<file path="config.mk">
export PLATFORM = sky130hd
export DESIGN_NAME = channel_moving_average_unit
export DESIGN_NICKNAME = d
export VERILOG_FILES = /design/src/rtl/cma_pkg.sv /design/src/rtl/channel_moving_average_unit.sv /design/src/rtl/cma_history_ram.sv /design/src/rtl/cma_divider.sv /design/src/rtl/cma_ctrl.sv
export SDC_FILE = /design/constraint.sdc
export NUM_CORES = 1
export LEC_CHECK = 0
export BUFFER_PORTS_ARGS = -buffer_cell sky130_fd_sc_hd__buf_2
export CAP_MARGIN = 25
export CORE_ASPECT_RATIO = 1.1
export CORE_MARGIN = 5
export CORE_UTILIZATION = 45
export CTS_BUF_LIST = sky130_fd_sc_hd__clkbuf_4 sky130_fd_sc_hd__clkbuf_8
export DETAILED_ROUTE_END_ITERATION = 10
export GPL_TIMING_DRIVEN = 0
export SYNTH_ARGS = -nofsm -noshare
export SYNTH_HDL_FRONTEND = slang
export SYNTH_SLANG_ARGS = --single-unit
</file>
<file path="constraint.sdc">
create_clock -name aclk -period 4.6 [get_ports aclk]
set_input_delay 0 -clock aclk [delete_from_list [all_inputs] [get_ports aclk]]
set_output_delay 0 -clock aclk [all_outputs]
set_load 0.05 [all_outputs]
</file>
<file path="src/rtl/cma_pkg.sv">
// ----------------------------------------------------------------------------
// Channel moving average package
// Sizes, register codes, sequencer states and inter-module structs.
// ----------------------------------------------------------------------------
`timescale 1ns / 1ps
`default_nettype none

package cma_pkg;

    localparam int MAX_WINDOW    = 64;
    localparam int SAMPLE_BITS   = 12;
    localparam int CHANNEL_COUNT = 8;
    localparam int CHANNEL_BITS  = 3;
    localparam int WLEN_BITS     = 7;
    localparam int FRAC_BITS     = 8;

    localparam int WIN_BITS      = $clog2(MAX_WINDOW + 1);
    localparam int SLOT_BITS     = $clog2(MAX_WINDOW);
    localparam int SUM_BITS      = SAMPLE_BITS + SLOT_BITS;
    localparam int QUOT_BITS     = SAMPLE_BITS + FRAC_BITS;
    localparam int DIVIDEND_BITS = SUM_BITS + FRAC_BITS;
    localparam int HEAD_BITS     = DIVIDEND_BITS - QUOT_BITS;
    localparam int STEP_BITS     = $clog2(QUOT_BITS);
    localparam int AVG_BITS      = 20;
    localparam int USED_BITS     = 7;

    localparam int ADDR_BITS     = 3;
    localparam logic REG_FOLLOW_CHANNEL = 1'b0;
    localparam logic REG_WINDOW_LENGTH  = 1'b1;

    localparam logic [CHANNEL_BITS-1:0] FOLLOW_RESET = '0;
    localparam logic [WLEN_BITS-1:0]    WLEN_RESET   = WLEN_BITS'(8);

    typedef enum logic [1:0] {
        ST_IDLE,
        ST_UPDATE,
        ST_DIVIDE,
        ST_RESULT
    } cma_state_t;

    typedef struct packed {
        logic                     start;
        logic [DIVIDEND_BITS-1:0] dividend;
        logic [WIN_BITS-1:0]      divisor;
    } div_req_t;

    typedef struct packed {
        logic                 done;
        logic [QUOT_BITS-1:0] quotient;
    } div_rsp_t;

    typedef struct packed {
        logic                 valid;
        logic [AVG_BITS-1:0]  average;
        logic [USED_BITS-1:0] samples_used;
    } cma_result_t;

endpackage

`default_nettype wire

</file>
<file path="src/rtl/channel_moving_average_unit.sv">
// ----------------------------------------------------------------------------
// Channel moving average unit
// Sliding-window mean of the ADC samples of one selected channel, in raw
// codes with eight fraction bits.
// ----------------------------------------------------------------------------
//
//  Channel   Direction  Payload
//  s_axis    in         tuser: start_req, channel_tag; tdata: sample_code
//  m_axis    out        tdata: average_q8, samples_used
//  APB       in/out     follow_channel at 0x0, window_length at 0x4
//
// A kept sample goes through a sum update, the iterations of the shared restoring
// divider, a state that sees it finish and one that hands the mean over to the
// output register; only then does the input reopen for the next sample.
// A sample of another channel is taken in the idle state and gives no result.
// Reset clears the sum, fill count and write slot but not the history memory.
// A stalled result waits in the output register, the next one in the sequencer.
//
`timescale 1ns / 1ps
`default_nettype none

module channel_moving_average_unit
    import cma_pkg::*;
(
    input  wire logic                 aclk,
    input  wire logic                 aresetn,

    input  wire logic                 s_axis_tvalid,
    output      logic                 s_axis_tready,
    input  wire logic [15:0]          s_axis_tdata,  // [11:0] sample_code
    input  wire logic [3:0]           s_axis_tuser,  // [0] start_req, [3:1] channel_tag

    output      logic                 m_axis_tvalid,
    input  wire logic                 m_axis_tready,
    output      logic [31:0]          m_axis_tdata,  // [19:0] average_q8, [26:20] samples_used

    input  wire logic                 psel,
    input  wire logic                 penable,
    input  wire logic                 pwrite,
    input  wire logic [ADDR_BITS-1:0] paddr,
    input  wire logic [31:0]          pwdata,
    output      logic [31:0]          prdata,
    output      logic                 pready
);

    logic [CHANNEL_BITS-1:0] follow_reg, follow_next;
    logic [WLEN_BITS-1:0]    wlen_reg, wlen_next;
    logic                    cfg_write;
    logic                    window_clear;

    logic                    out_valid_reg, out_valid_next;
    logic [AVG_BITS-1:0]     out_avg_reg, out_avg_next;
    logic [USED_BITS-1:0]    out_used_reg, out_used_next;

    div_req_t                div_req;
    div_rsp_t                div_rsp;
    cma_result_t             result;
    logic                    result_taken;

    // ------------------------------------------------------------------
    // Configuration registers. Only address bit 2 selects the register;
    // writing the window length also empties the window.
    // ------------------------------------------------------------------
    assign pready    = 1'b1;
    assign cfg_write = psel && penable && pwrite && pready;

    always_comb begin
        follow_next  = follow_reg;
        wlen_next    = wlen_reg;
        window_clear = 1'b0;
        if (cfg_write) begin
            case (paddr[2])
                REG_FOLLOW_CHANNEL: begin
                    follow_next = pwdata[CHANNEL_BITS-1:0];
                end
                REG_WINDOW_LENGTH: begin
                    wlen_next    = pwdata[WLEN_BITS-1:0];
                    window_clear = 1'b1;
                end
                default: begin
                    follow_next = follow_reg;
                end
            endcase
        end
    end

    always_comb begin
        case (paddr[2])
            REG_FOLLOW_CHANNEL: prdata = 32'(follow_reg);
            REG_WINDOW_LENGTH:  prdata = 32'(wlen_reg);
            default:            prdata = '0;
        endcase
    end

    always_ff @(posedge aclk) begin
        if (!aresetn) begin
            follow_reg <= FOLLOW_RESET;
            wlen_reg   <= WLEN_RESET;
        end else begin
            follow_reg <= follow_next;
            wlen_reg   <= wlen_next;
        end
    end

    // ------------------------------------------------------------------
    // Sequencer and shared divider.
    // ------------------------------------------------------------------
    cma_ctrl u_ctrl (
        .aclk           (aclk),
        .aresetn        (aresetn),
        .in_valid       (s_axis_tvalid),
        .in_ready       (s_axis_tready),
        .start_req      (s_axis_tuser[0]),
        .channel_tag    (s_axis_tuser[3:1]),
        .sample_code    (s_axis_tdata[SAMPLE_BITS-1:0]),
        .follow_channel (follow_reg),
        .window_length  (wlen_reg),
        .window_clear   (window_clear),
        .div_req        (div_req),
        .div_rsp        (div_rsp),
        .result         (result),
        .result_taken   (result_taken)
    );

    cma_divider u_divider (
        .aclk    (aclk),
        .aresetn (aresetn),
        .req     (div_req),
        .rsp     (div_rsp)
    );

    // ------------------------------------------------------------------
    // Output register. A finished mean moves in whenever the register is
    // empty or its current transaction completes in the same cycle.
    // ------------------------------------------------------------------
    assign result_taken = result.valid && (!out_valid_reg || m_axis_tready);

    always_comb begin
        out_valid_next = out_valid_reg;
        out_avg_next   = out_avg_reg;
        out_used_next  = out_used_reg;
        if (result_taken) begin
            out_valid_next = 1'b1;
            out_avg_next   = result.average;
            out_used_next  = result.samples_used;
        end else if (m_axis_tready) begin
            out_valid_next = 1'b0;
        end
    end

    always_ff @(posedge aclk) begin
        if (!aresetn) begin
            out_valid_reg <= 1'b0;
        end else begin
            out_valid_reg <= out_valid_next;
        end
    end

    always_ff @(posedge aclk) begin
        out_avg_reg  <= out_avg_next;
        out_used_reg <= out_used_next;
    end

    assign m_axis_tvalid = out_valid_reg;
    assign m_axis_tdata  = {{(32 - AVG_BITS - USED_BITS){1'b0}}, out_used_reg, out_avg_reg};

endmodule

`default_nettype wire

</file>
<file path="src/rtl/cma_history_ram.sv">
// ----------------------------------------------------------------------------
// Sample history memory
// One write port and one registered read port over the window delay line.
// ----------------------------------------------------------------------------
`timescale 1ns / 1ps
`default_nettype none

module cma_history_ram
    import cma_pkg::*;
(
    input  wire logic                   aclk,
    input  wire logic                   wr_en,
    input  wire logic [SLOT_BITS-1:0]   wr_addr,
    input  wire logic [SAMPLE_BITS-1:0] wr_data,
    input  wire logic                   rd_en,
    input  wire logic [SLOT_BITS-1:0]   rd_addr,
    output      logic [SAMPLE_BITS-1:0] rd_data
);

    logic [SAMPLE_BITS-1:0] mem_reg [MAX_WINDOW];

    always_ff @(posedge aclk) begin
        if (wr_en) begin
            mem_reg[wr_addr] <= wr_data;
        end
    end

    always_ff @(posedge aclk) begin
        if (rd_en) begin
            rd_data <= mem_reg[rd_addr];
        end
    end

endmodule

`default_nettype wire

</file>
<file path="src/rtl/cma_divider.sv">
// ----------------------------------------------------------------------------
// Iterative restoring divider
// Produces one quotient bit per cycle; the quotient is known to fit in
// QUOT_BITS, so the top dividend bits seed the partial remainder.
// ----------------------------------------------------------------------------
`timescale 1ns / 1ps
`default_nettype none

module cma_divider
    import cma_pkg::*;
(
    input  wire logic     aclk,
    input  wire logic     aresetn,
    input  wire div_req_t req,
    output      div_rsp_t rsp
);

    logic                 busy_reg, busy_next;
    logic                 done_reg, done_next;
    logic [STEP_BITS-1:0] step_reg, step_next;
    logic [WIN_BITS-1:0]  rem_reg, rem_next;
    logic [QUOT_BITS-1:0] dq_reg, dq_next;
    logic [WIN_BITS-1:0]  divisor_reg, divisor_next;

    logic [WIN_BITS:0]    rem_shift;
    logic [WIN_BITS:0]    rem_sub;
    logic                 fits;

    assign rem_shift = {rem_reg, dq_reg[QUOT_BITS-1]};
    assign rem_sub   = rem_shift - {1'b0, divisor_reg};
    assign fits      = (rem_shift >= {1'b0, divisor_reg});

    always_comb begin
        busy_next    = busy_reg;
        done_next    = 1'b0;
        step_next    = step_reg;
        rem_next     = rem_reg;
        dq_next      = dq_reg;
        divisor_next = divisor_reg;
        if (req.start) begin
            busy_next    = 1'b1;
            step_next    = '0;
            rem_next     = WIN_BITS'(req.dividend[DIVIDEND_BITS-1 -: HEAD_BITS]);
            dq_next      = req.dividend[QUOT_BITS-1:0];
            divisor_next = req.divisor;
        end else if (busy_reg) begin
            rem_next  = fits ? rem_sub[WIN_BITS-1:0] : rem_shift[WIN_BITS-1:0];
            dq_next   = {dq_reg[QUOT_BITS-2:0], fits};
            step_next = step_reg + STEP_BITS'(1);
            if (step_reg == STEP_BITS'(QUOT_BITS - 1)) begin
                busy_next = 1'b0;
                done_next = 1'b1;
            end
        end
    end

    always_ff @(posedge aclk) begin
        if (!aresetn) begin
            busy_reg <= 1'b0;
            done_reg <= 1'b0;
            step_reg <= '0;
        end else begin
            busy_reg <= busy_next;
            done_reg <= done_next;
            step_reg <= step_next;
        end
    end

    always_ff @(posedge aclk) begin
        rem_reg     <= rem_next;
        dq_reg      <= dq_next;
        divisor_reg <= divisor_next;
    end

    assign rsp.done     = done_reg;
    assign rsp.quotient = dq_reg;

endmodule

`default_nettype wire

</file>
<file path="src/rtl/cma_ctrl.sv">
// ----------------------------------------------------------------------------
// Window sequencer
// Filters samples by channel, updates the delay line and running sum, and
// hands the mean computation to the shared divider.
// ----------------------------------------------------------------------------
`timescale 1ns / 1ps
`default_nettype none

module cma_ctrl
    import cma_pkg::*;
(
    input  wire logic                    aclk,
    input  wire logic                    aresetn,
    input  wire logic                    in_valid,
    output      logic                    in_ready,
    input  wire logic                    start_req,
    input  wire logic [CHANNEL_BITS-1:0] channel_tag,
    input  wire logic [SAMPLE_BITS-1:0]  sample_code,
    input  wire logic [CHANNEL_BITS-1:0] follow_channel,
    input  wire logic [WLEN_BITS-1:0]    window_length,
    input  wire logic                    window_clear,
    output      div_req_t                div_req,
    input  wire div_rsp_t                div_rsp,
    output      cma_result_t             result,
    input  wire logic                    result_taken
);

    cma_state_t             state_reg, state_next;
    logic [SUM_BITS-1:0]    sum_reg, sum_next;
    logic [WIN_BITS-1:0]    fill_reg, fill_next;
    logic [SLOT_BITS-1:0]   slot_reg, slot_next;
    logic [SLOT_BITS-1:0]   addr_reg, addr_next;
    logic [SAMPLE_BITS-1:0] code_reg, code_next;

    logic [WIN_BITS-1:0]    win;
    logic                   match;
    logic                   accept;
    logic                   clear;
    logic                   full;
    logic [SLOT_BITS-1:0]   slot_cur;
    logic [WIN_BITS-1:0]    slot_inc;
    logic [SUM_BITS-1:0]    sum_new;
    logic [WIN_BITS-1:0]    fill_new;
    logic [SAMPLE_BITS-1:0] old_code;
    logic                   rd_en;
    logic                   wr_en;

    // Zero acts as a window of one; larger values saturate at the memory depth.
    always_comb begin
        if (window_length == '0) begin
            win = WIN_BITS'(1);
        end else if (WIN_BITS'(window_length) > WIN_BITS'(MAX_WINDOW)) begin
            win = WIN_BITS'(MAX_WINDOW);
        end else begin
            win = WIN_BITS'(window_length);
        end
    end

    assign match    = (channel_tag == follow_channel)
                   && (int'(channel_tag) < CHANNEL_COUNT);
    assign accept   = in_valid && in_ready;
    assign clear    = window_clear || (accept && start_req);
    assign full     = (fill_reg >= win);
    assign slot_cur = (clear || (WIN_BITS'(slot_reg) >= win)) ? '0 : slot_reg;
    assign slot_inc = WIN_BITS'(addr_reg) + WIN_BITS'(1);
    assign sum_new  = full ? (sum_reg - SUM_BITS'(old_code) + SUM_BITS'(code_reg))
                           : (sum_reg + SUM_BITS'(code_reg));
    assign fill_new = full ? win : (fill_reg + WIN_BITS'(1));

    always_comb begin
        state_next = state_reg;
        sum_next   = sum_reg;
        fill_next  = fill_reg;
        slot_next  = slot_reg;
        addr_next  = addr_reg;
        code_next  = code_reg;
        in_ready   = 1'b0;
        rd_en      = 1'b0;
        wr_en      = 1'b0;
        div_req    = '{start: 1'b0, dividend: {sum_new, {FRAC_BITS{1'b0}}},
                       divisor: fill_new};
        result     = '{valid: 1'b0, average: AVG_BITS'(div_rsp.quotient),
                       samples_used: USED_BITS'(fill_reg)};
        case (state_reg)
            ST_IDLE: begin
                in_ready = 1'b1;
                if (clear) begin
                    sum_next  = '0;
                    fill_next = '0;
                    slot_next = '0;
                end
                if (accept && match) begin
                    rd_en      = 1'b1;
                    addr_next  = slot_cur;
                    code_next  = sample_code;
                    state_next = ST_UPDATE;
                end
            end
            ST_UPDATE: begin
                wr_en         = 1'b1;
                div_req.start = 1'b1;
                sum_next      = sum_new;
                fill_next     = fill_new;
                slot_next     = (slot_inc >= win) ? '0 : slot_inc[SLOT_BITS-1:0];
                state_next    = ST_DIVIDE;
            end
            ST_DIVIDE: begin
                if (div_rsp.done) begin
                    state_next = ST_RESULT;
                end
            end
            ST_RESULT: begin
                result.valid = 1'b1;
                if (result_taken) begin
                    state_next = ST_IDLE;
                end
            end
            default: begin
                state_next = ST_IDLE;
            end
        endcase
    end

    always_ff @(posedge aclk) begin
        if (!aresetn) begin
            state_reg <= ST_IDLE;
            sum_reg   <= '0;
            fill_reg  <= '0;
            slot_reg  <= '0;
        end else begin
            state_reg <= state_next;
            sum_reg   <= sum_next;
            fill_reg  <= fill_next;
            slot_reg  <= slot_next;
        end
    end

    always_ff @(posedge aclk) begin
        addr_reg <= addr_next;
        code_reg <= code_next;
    end

    cma_history_ram u_history (
        .aclk    (aclk),
        .wr_en   (wr_en),
        .wr_addr (addr_reg),
        .wr_data (code_reg),
        .rd_en   (rd_en),
        .rd_addr (slot_cur),
        .rd_data (old_code)
    );

endmodule

`default_nettype wire

</file>
Word-level counts from Yosys, hierarchy flattened

Memory sizes are Yosys's and may differ from the RTL's. A register that Yosys moved wholly into a read port is not among the register bits.
Cells that the tools add are included.

Add/sub/neg operators: 7
Magnitude comparators: 5
Eq/ne operators: 9
Muxes and demuxes: 37
Bitwise logic cells: 3
Reductions and logical operators: 22

Operators with widths:

| operator                                              | number |
|---|---|
| case mux 32 bit (2 select lines)                      | 1 |
| two-way mux 20 bit                                    | 2 |
| adder 18 x 12 -> 18 bit                               | 2 |
| two-way mux 18 bit                                    | 2 |
| case mux 18 bit (2 select lines)                      | 1 |
| two-way mux 7 bit                                     | 5 |
| two-way mux 6 bit                                     | 5 |
| subtractor 18 x 12 -> 18 bit                          | 1 |
| two-way mux 1 bit                                     | 15 |
| >= comparator 7 bit                                   | 2 |
| case mux 7 bit (2 select lines)                       | 1 |
| case mux 6 bit (2 select lines)                       | 1 |
| >= comparator 8 x 7 -> 1 bit                          | 1 |
| case mux 2 bit (4 select lines)                       | 1 |
| AND reduction 2 bit                                   | 4 |
| adder 6 x 1 -> 7 bit, second input constant           | 1 |
| adder 7 x 1 -> 7 bit, second input constant           | 1 |
| >= comparator 6 x 7 -> 1 bit                          | 1 |
| greater-than comparator 7 bit, second input constant  | 1 |
| logical NOT 7 bit                                     | 1 |
| subtractor 7 bit                                      | 1 |
| logical AND 1 bit                                     | 6 |
| two-way mux 2 bit                                     | 3 |
| inequality test 2 x 1 -> 1 bit, second input constant | 3 |
| other kinds (14)                                      | 21 |

Flip-flop bits (word level): 130
RAM bits: 768
Input port bits: 62
Output and inout port bits: 67
Word-level logic and storage cells: 103
Memories kept: 1

Memory list:

| name                     | depth | bits a word | rd ports | clocked after Yosys merged registers in | wr ports | RTL line              | source |
|---|---|---|---|---|---|---|---|
| u_ctrl.u_history.mem_reg | 64    | 12          | 1        | 1                                       | 1        | cma_history_ram.sv:20 | `logic [SAMPLE_BITS-1:0] mem_reg [MAX_WINDOW];` |

Logic depth before layout (Yosys ltp)

Gate-level depths: netlist (run 1).

Word-level depth: 7
Depth in mapped cells: 16
Depth with buffers taken out: 14

Hierarchy

A second synthesis (run 1) with hierarchy kept.

Cell total of the unflattened synthesis: 2204
Area, all modules: 38538.2 sq um

Modules (own cells, without submodules):

| module                      | instances | cells each | area an instance (sq um) | seq. area each (sq um) |
|---|---|---|---|---|
| cma_history_ram             | 1         | 1339       | 29971.2                  | 23422.5 |
| cma_ctrl                    | 1         | 590        | 4903.5                   | 1201.2 |
| cma_divider                 | 1         | 161        | 2067.0                   | 1151.1 |
| channel_moving_average_unit | 1         | 114        | 1596.5                   | 1031.0 |

Worst setup path before layout (run 1)

No wires, ideal clock.

Kind: register to register
Start: reg u_ctrl.state_reg[0]
End: reg u_ctrl.state_reg[0]
Library setup time: 0.136 ns
Data arrival time: 5.071 ns
Data required time: 4.464 ns
Slack: -0.607 ns
Cell stages (with the launch flop): 8
Buffers on the path: 0
Period minus slack after synthesis: 5.207 ns
Path through: dfxtp_1 inv_1 ha_1 nand2_1 nor4_1 o21ai_0 nor3_1 a211oi_1

Word-level cells in the longest chain between the ends: 6
Elaborated cells on any way between the ends: 14
Those cells by class: eq/ne (6); mux (3); reduce/logical (5)

Ends and longest elaborated chain:

| what                                            | RTL line                          | source |
|---|---|---|
| start: declaration                              | cma_ctrl.sv:28                    | `cma_state_t state_reg, state_next;` |
| start signal: assignment                        | cma_ctrl.sv:131                   | `state_reg <= state_next;` |
| logical NOT 2 bit                               | cma_ctrl.sv:84                    | `case (state_reg)` |
| two-way mux 1 bit                               | cma_ctrl.sv:84                    |  |
| net s_axis_tready                               | channel_moving_average_unit.sv:29 | `output logic s_axis_tready,` |
| logical AND 1 bit                               | cma_ctrl.sv:61                    | `assign accept = in_valid && in_ready;` |
| logical AND 1 bit                               | cma_ctrl.sv:92                    | `if (accept && match) begin` |
| inequality test 2 x 1 -> 1 bit (no source line) | n/a                               |  |
| AND reduction 3 bit (no source line)            | n/a                               |  |

The timed path passes the listed nets, and every way through them passes these cells.
A chain may end at the register's enable or synchronous reset.

Final worst setup path (run 1)

Start: reg u_ctrl.slot_reg[0]
End: reg u_ctrl.u_history.rd_data[10] (read register of u_ctrl.u_history.mem_reg), data pin

Word-level cells in the longest chain between the ends: 3

Ends and longest elaborated chain:

| what                         | RTL line              | source |
|---|---|---|
| start: declaration           | cma_ctrl.sv:31        | `logic [SLOT_BITS-1:0] slot_reg, slot_next;` |
| start signal: assignment     | cma_ctrl.sv:134       | `slot_reg <= slot_next;` |
| >= comparator 6 x 7 -> 1 bit | cma_ctrl.sv:64        | `assign slot_cur = (clear \|\| (WIN_BITS'(slot_reg) >= win)) ? '0 : slot_reg;` |
| logical OR 1 bit             | cma_ctrl.sv:64        |  |
| two-way mux 6 bit (*)        | cma_ctrl.sv:64        |  |
| end: declaration             | cma_history_ram.sv:17 | `output logic [SAMPLE_BITS-1:0] rd_data` |

Mark *: on every way between the ends. The rest lies on a longest branch, timed or not.

==> results of run 1 <==
area by class of cell:
| type | count | area, µm² | share of cell area |
|---|---|---|---|
| antenna | 5 | 12.5 | 0.000278 |
| buffer | 170 | 812 | 0.0181 |
| clock buffer | 201 | 2450 | 0.0546 |
| clock inverter | 57 | 367 | 0.00816 |
| inverter | 86 | 327 | 0.00727 |
| multi-input combinational | 1551 | 10400 | 0.231 |
| sequential | 910 | 26700 | 0.595 |
| tap | 1130 | 1410 | 0.0315 |
| timing repair buffer | 226 | 2470 | 0.0550 |
power breakdown:
part	internal [µW]	switching, µW	total (µW)
registers	9290	128	9420
logic	831	1720	2550
clock network	3590	3170	6750
layer usage:
| metal | GRT usage | vias up | wire length, µm | share of wire |
|---|---|---|---|---|
| met5 | 0 | - | 0 | 0 |
| met1 | 0.306 | 12200 | 42300 | 0.39 |
| li1 | - | 11100 | - | - |
| met3 | 0.0430 | 252 | 8480 | 0.079 |
| met4 | 0.105 | 0 | 4990 | 0.047 |
| met2 | 0.385 | 1199 | 51400 | 0.48 |
through the flow:
step	cell area [µm²]	cells	worst slack [ns]	hold slack [ns]
after floorplan	38100	2718	0.706	0.0989
after global placement	39800	3912	-1.20	0.177
after detailed placement	41100	3982	-0.734	0.178
after CTS	44600	4303	0.00279	0.0152
after global routing	44900	4333	-0.0816	0.154
final	44900	4336	-0.00204	0.0960
worst paths after layout:
check / cells past startpoint / endpoint / slack [ns] / start
worst max-delay path: 13 / u_ctrl.u_history.rd_data[10]$_DFFE_PP_ / -0.002 / u_ctrl.slot_reg[0]$_SDFFE_PN0P_
worst min-delay path: 6 / u_ctrl.state_reg[1]$_SDFFE_PN0P_ / 0.1 / s_axis_tuser[1]
worst max register to register: 13 / u_ctrl.u_history.rd_data[10]$_DFFE_PP_ / -0.002 / u_ctrl.slot_reg[0]$_SDFFE_PN0P_
worst min register to register: 0 / out_avg_reg[15]$_DFFE_PP_ / 0.44 / u_divider.dq_reg[15]$_DFFE_PP_
cells by family after synthesis:
group                    share of synthesized area
flip-flops                                   0.703
XOR/XNOR                                    0.0106
AO/OA/AOI/OAI                               0.0974
multiplexers                                0.0479
AND/OR/NAND/NOR                             0.0812
other                                     0.000198
buffers and inverters                       0.0297
adder cells (fa/ha/maj)                     0.0298
timing repair:
item / CTS / global route
pin swaps: 0 / 1
hold endpoints to repair: 62 / 0
hold buffers: 63 / 0
setup endpoints to repair: 12 / 48
resized for setup: 13 / 22
setup buffers: 0 / 1
worst max-delay path, stage by stage, from the launching register on:
cell and delay (ns):
dfxtp_1 0.44, clkinv_2 0.33, ha_1 0.32, nor2b_1 0.13, o21ai_1 0.20, a31oi_4 0.21, buf_12 0.19, o21ai_4 0.42
clkbuf_2 0.36, clkbuf_1 0.48, nor2_1 0.11, a2111oi_0 0.68, a311oi_1 0.15, a32o_1 0.31
layout by cell type, fill, tap and decap left out, drive strengths merged, types with 48 or more instances in the layout:
master and n:
nand3 91, ha 68, mux2i 121, a21oi 110, nor2 260, nor3 67, o21ai 111, dlygate4sd3 63
buf 230, clkbuf 304, o22ai 48, nand2 179, a221oi 62, inv 93, edfxtp 850, dfxtp 60
==> flow_summary.json, run 1 <==
{
  "first_iter_violations": 2802,
  "hold_class": "primary input to flip-flop",
  "synth_area_per_cell_um2": 14.1,
  "insertion_delay_ns": 0.81,
  "grt_max_degree": 29,
  "critPathRequiredTime_ns": 5.14,
  "synth-seq-cells": 910,
  "wl_per_cell_um": 24.7,
  "io_pins": 129,
  "cp_max_fo": 10,
  "worstMarginPinSlew_ns": 1.11,
  "power_density_nw_per_um2": 417,
  "max_freq_ghz": 0.217,
  "syn_area_um2": 38000,
  "cts-root-buf": "clkbuf_8",
  "finalCriticalPeriod_ns": 4.60,
  "clock_path_buffers": 3,
  "cap_violations": 0,
  "synth_edf_count": 850,
  "startpoint_type": "flip-flop",
  "clock-skew-final_ns": 0.0378,
  "fin_tns_setup_ns": -0.00204,
  "drv_slew": 0,
  "rows": 111,
  "synth.area.top_cells": "edfxtp_1 67%, mux2i_1 3.2%, dfxtp_1 3.2%",
  "grt_usage": 0.234,
  "crit_path_end_kind": "flip-flop",
  "status": "finished with violations",
  "area_growth_syn_to_layout_pct": 18.3,
  "ys_warn_count": 0,
  "synth_seq_area_share": 0.703,
  "drive_gt1_frac": 0.164,
  "viasPerCell": 5.71,
  "initial_core_util": 0.454,
  "synthMostInstantiatedCell": "edfxtp_1",
  "grt_pass1_vias": 24700,
  "fin_crit_sh": 1.00,
  "violations": "negative setup slack",
  "grt_pass1_wl_mm": 158,
  "ant_nets": 0,
  "synth_cells": 2689,
  "rsz0062_at_grt": "yes",
  "routed_wirelength_mm": 107,
  "dr.pass1.iters": 6,
  "die_w_um": 287,
  "critPathKind": "flip-flop to flip-flop",
  "cts_buffers": 147,
  "clock-sinks": 910,
  "synthArstFlopShare": 0,
  "slew_headroom": 0.258,
  "hold_violations": 0,
  "die_area_um2": 90400,
  "setup_viol": 1,
  "antenna_found_initial": 3,
  "synth-main-ff-cell": "edfxtp_1",
  "io_buffers": 64,
  "drc": 0,
  "grt-ovfl-total": 0,
  "final_util": 0.538,
  "layout.nets": 3236,
  "fillers": 6953,
  "routabilityCongestion": 0.922,
  "h-tree-depth": 4,
  "synth_top_cell_area_share": 0.672,
  "worstPathArrival_ns": 5.14,
  "cts_tree": "yes",
  "p_total_uw": 18700,
  "p_leak_uw": 0.0155,
  "largest_reg_flops": 768,
  "via_count": 24800,
  "hpwl_mm": 75.5,
  "worst_slack_ns": -0.00204,
  "dieHeight_um": 315,
  "placeableCoreArea_um2": 83600,
  "clk_pin_slew_ns": 0.07,
  "synthDistinctLibCells": 85,
  "synth_common_cells": "850 x edfxtp_1, 259 x nor2_1, 179 x nand2_1",
  "max-vdd-ir-drop_uv": 237,
  "synth_top_area_cell": "edfxtp_1"
}
(Power assumes the default switching activity.)
==> run 2, diff against run 1 <==
CAP_MARGIN = 10   (was 25)
SETUP_SLACK_MARGIN = 0.2   (was default)
==> flow_summary.json, run 2 (synthesis results as in run 1) <==
{
  "io_buffers": 64,
  "routabilityCongestion": 0.922,
  "max-vdd-ir-drop_uv": 251,
  "r2r_start": "u_ctrl.state_reg[1]$_SDFFE_PN0P_",
  "hold_path_startpoint": "s_axis_tuser[1]",
  "critPathKind": "flip-flop to flip-flop",
  "initial_core_util": 0.454,
  "p_total_uw": 19000,
  "grt_pass1_wl_mm": 156,
  "ant_nets": 0,
  "area_growth_syn_to_layout_pct": 18.3,
  "placeableCoreArea_um2": 83600,
  "p_leak_uw": 0.0154,
  "crit_path_end_kind": "flip-flop",
  "startpoint_type": "flip-flop",
  "slowest_delay_ns": 0.99,
  "max_freq_ghz": 0.223,
  "largest_reg_flops": 768,
  "worstRegToRegCells": 8,
  "wl_per_cell_um": 24.8,
  "fin_tns_setup_ns": 0,
  "drive_gt1_frac": 0.176,
  "r2r_end": "u_ctrl.u_history.mem_reg[3][3]$_DFFE_PP_",
  "critPathRequiredTime_ns": 5.03,
  "critPathBufInv": 4,
  "min_to": "u_ctrl.state_reg[1]$_SDFFE_PN0P_",
  "fin_crit_sh": 0.973,
  "insertion_delay_ns": 0.82,
  "timing.hold.ws_ns": 0.115,
  "hpwl_mm": 74.7,
  "cts_tree": "yes",
  "cpMaxStageDelayCell": "nor2_2",
  "viasPerCell": 5.71,
  "cts_buffers": 148,
  "grt_usage": 0.232,
  "clock-sinks": 910,
  "clock_path_buffers": 3,
  "grt_pass1_vias": 24400,
  "critPathTopFamily": "simple AND/OR/NAND/NOR gates",
  "slew_headroom": 0.213,
  "io_pins": 129,
  "status": "finished, final reports clean",
  "grt-ovfl-total": 0,
  "hold_depth": 6,
  "dieHeight_um": 315,
  "drc": 0,
  "power_density_nw_per_um2": 422,
  "dr.pass1.iters": 6,
  "rrSetupSlack_ns": 0.12,
  "rows": 111,
  "via_count": 24600,
  "worstPathArrival_ns": 4.91,
  "drv_slew": 0,
  "worst_slack_ns": 0.124,
  "cp_max_fo": 12,
  "final_cell_mix": "850 x edfxtp_1, 225 x nor2_1, 178 x nand2_1, 152 x clkbuf_8, 121 x mux2i_1",
  "h-tree-depth": 4,
  "die_w_um": 287,
  "rsz0062_at_grt": "yes",
  "final_common_cell": "edfxtp_1",
  "cp_cell_sequence": "inv_1 -> ha_1 -> clkbuf_1 -> inv_1 -> clkbuf_1 -> nor2_1 -> nand3_1 -> nor2_2",
  "routed_wirelength_mm": 106,
  "cap_violations": 0,
  "finalCriticalPeriod_ns": 4.48,
  "setup_viol": 0,
  "cts-root-buf": "clkbuf_8",
  "grt_max_degree": 29,
  "clock-skew-final_ns": 0.0484,
  "antenna_found_initial": 3,
  "clk_pin_slew_ns": 0.06,
  "hold_class": "primary input to flip-flop",
  "first_iter_violations": 2577,
  "die_area_um2": 90400,
  "pre_cts_slack_ns": -1.07,
  "layout.nets": 3198,
  "hold_violations": 0,
  "worstMarginPinSlew_ns": 1.18
}
[run 2: worst register-to-register path, cell delays in order (launching register included)]
cell and delay (ns):
dfxtp_1 0.34, inv_1 0.09, ha_1 0.37, clkbuf_1 0.54, inv_1 0.15, clkbuf_1 0.38
nor2_1 0.40, nand3_1 0.85, nor2_2 0.99
[run 2: routing by layer]
metal | part of all wire | up-vias | track usage
li1 | - | 11000 | -
met1 | 0.40 | 12300 | 0.299
met2 | 0.48 | 1062 | 0.384
met3 | 0.073 | 254 | 0.0411
met4 | 0.049 | 2 | 0.111
met5 | 0.000075 | - | 0
[run 2: final cells by class]
type,instances,area [µm²]
antenna,2,5.00
buffer,171,847
clock buffer,189,2360
clock inverter,75,586
fill,6913,38600
inverter,86,327
multi-input combinational,1551,10600
sequential,910,26700
tap,1130,1410
timing repair buffer,186,2090
[run 2: repair_timing]
item                       CTS  global route
setup buffers                3            10
hold endpoints to repair    62             0
hold buffers                63             0
pin swaps                    2             2
setup endpoints to repair  206           356
gates resized for setup     52            59
[run 2: worst max path at each step]
stage	startpoint	cells past startpoint	end	slack, ns
floorplan	u_ctrl.code_reg[6]$_DFFE_PP_	13	u_divider.rem_reg[5]$_DFFE_PP_	0.71
global placement	u_ctrl.code_reg[6]$_DFFE_PP_	13	u_divider.rem_reg[5]$_DFFE_PP_	-1.20
detailed placement	u_ctrl.slot_reg[0]$_SDFFE_PN0P_	12	u_ctrl.u_history.rd_data[6]$_DFFE_PP_	-1.07
CTS	u_ctrl.state_reg[1]$_SDFFE_PN0P_	6	u_ctrl.u_history.mem_reg[47][7]$_DFFE_PP_	-0.12
global route	u_ctrl.state_reg[1]$_SDFFE_PN0P_	8	u_ctrl.u_history.mem_reg[18][2]$_DFFE_PP_	0.05
finish	u_ctrl.state_reg[1]$_SDFFE_PN0P_	8	u_ctrl.u_history.mem_reg[3][3]$_DFFE_PP_	0.12
[run 2: report_power, final]
part           total, µW  leakage [µW]  switching [µW]  internal (µW)
Sequential          9420       0.00815             124           9290
Combinational       2560       0.00567            1720            835
Clock               7020       0.00155            3230           3790
[run 2: stage by stage]
stage          instance area (µm²)   util  cells
6_report                     45000  0.538   4300
3_5_place_dp                 40900  0.489   3953
2_1_floorplan                38100      -   2718
5_1_grt                      45000  0.538   4299
4_1_cts                      44700  0.534   4283
3_3_place_gp                 39800  0.477   3912
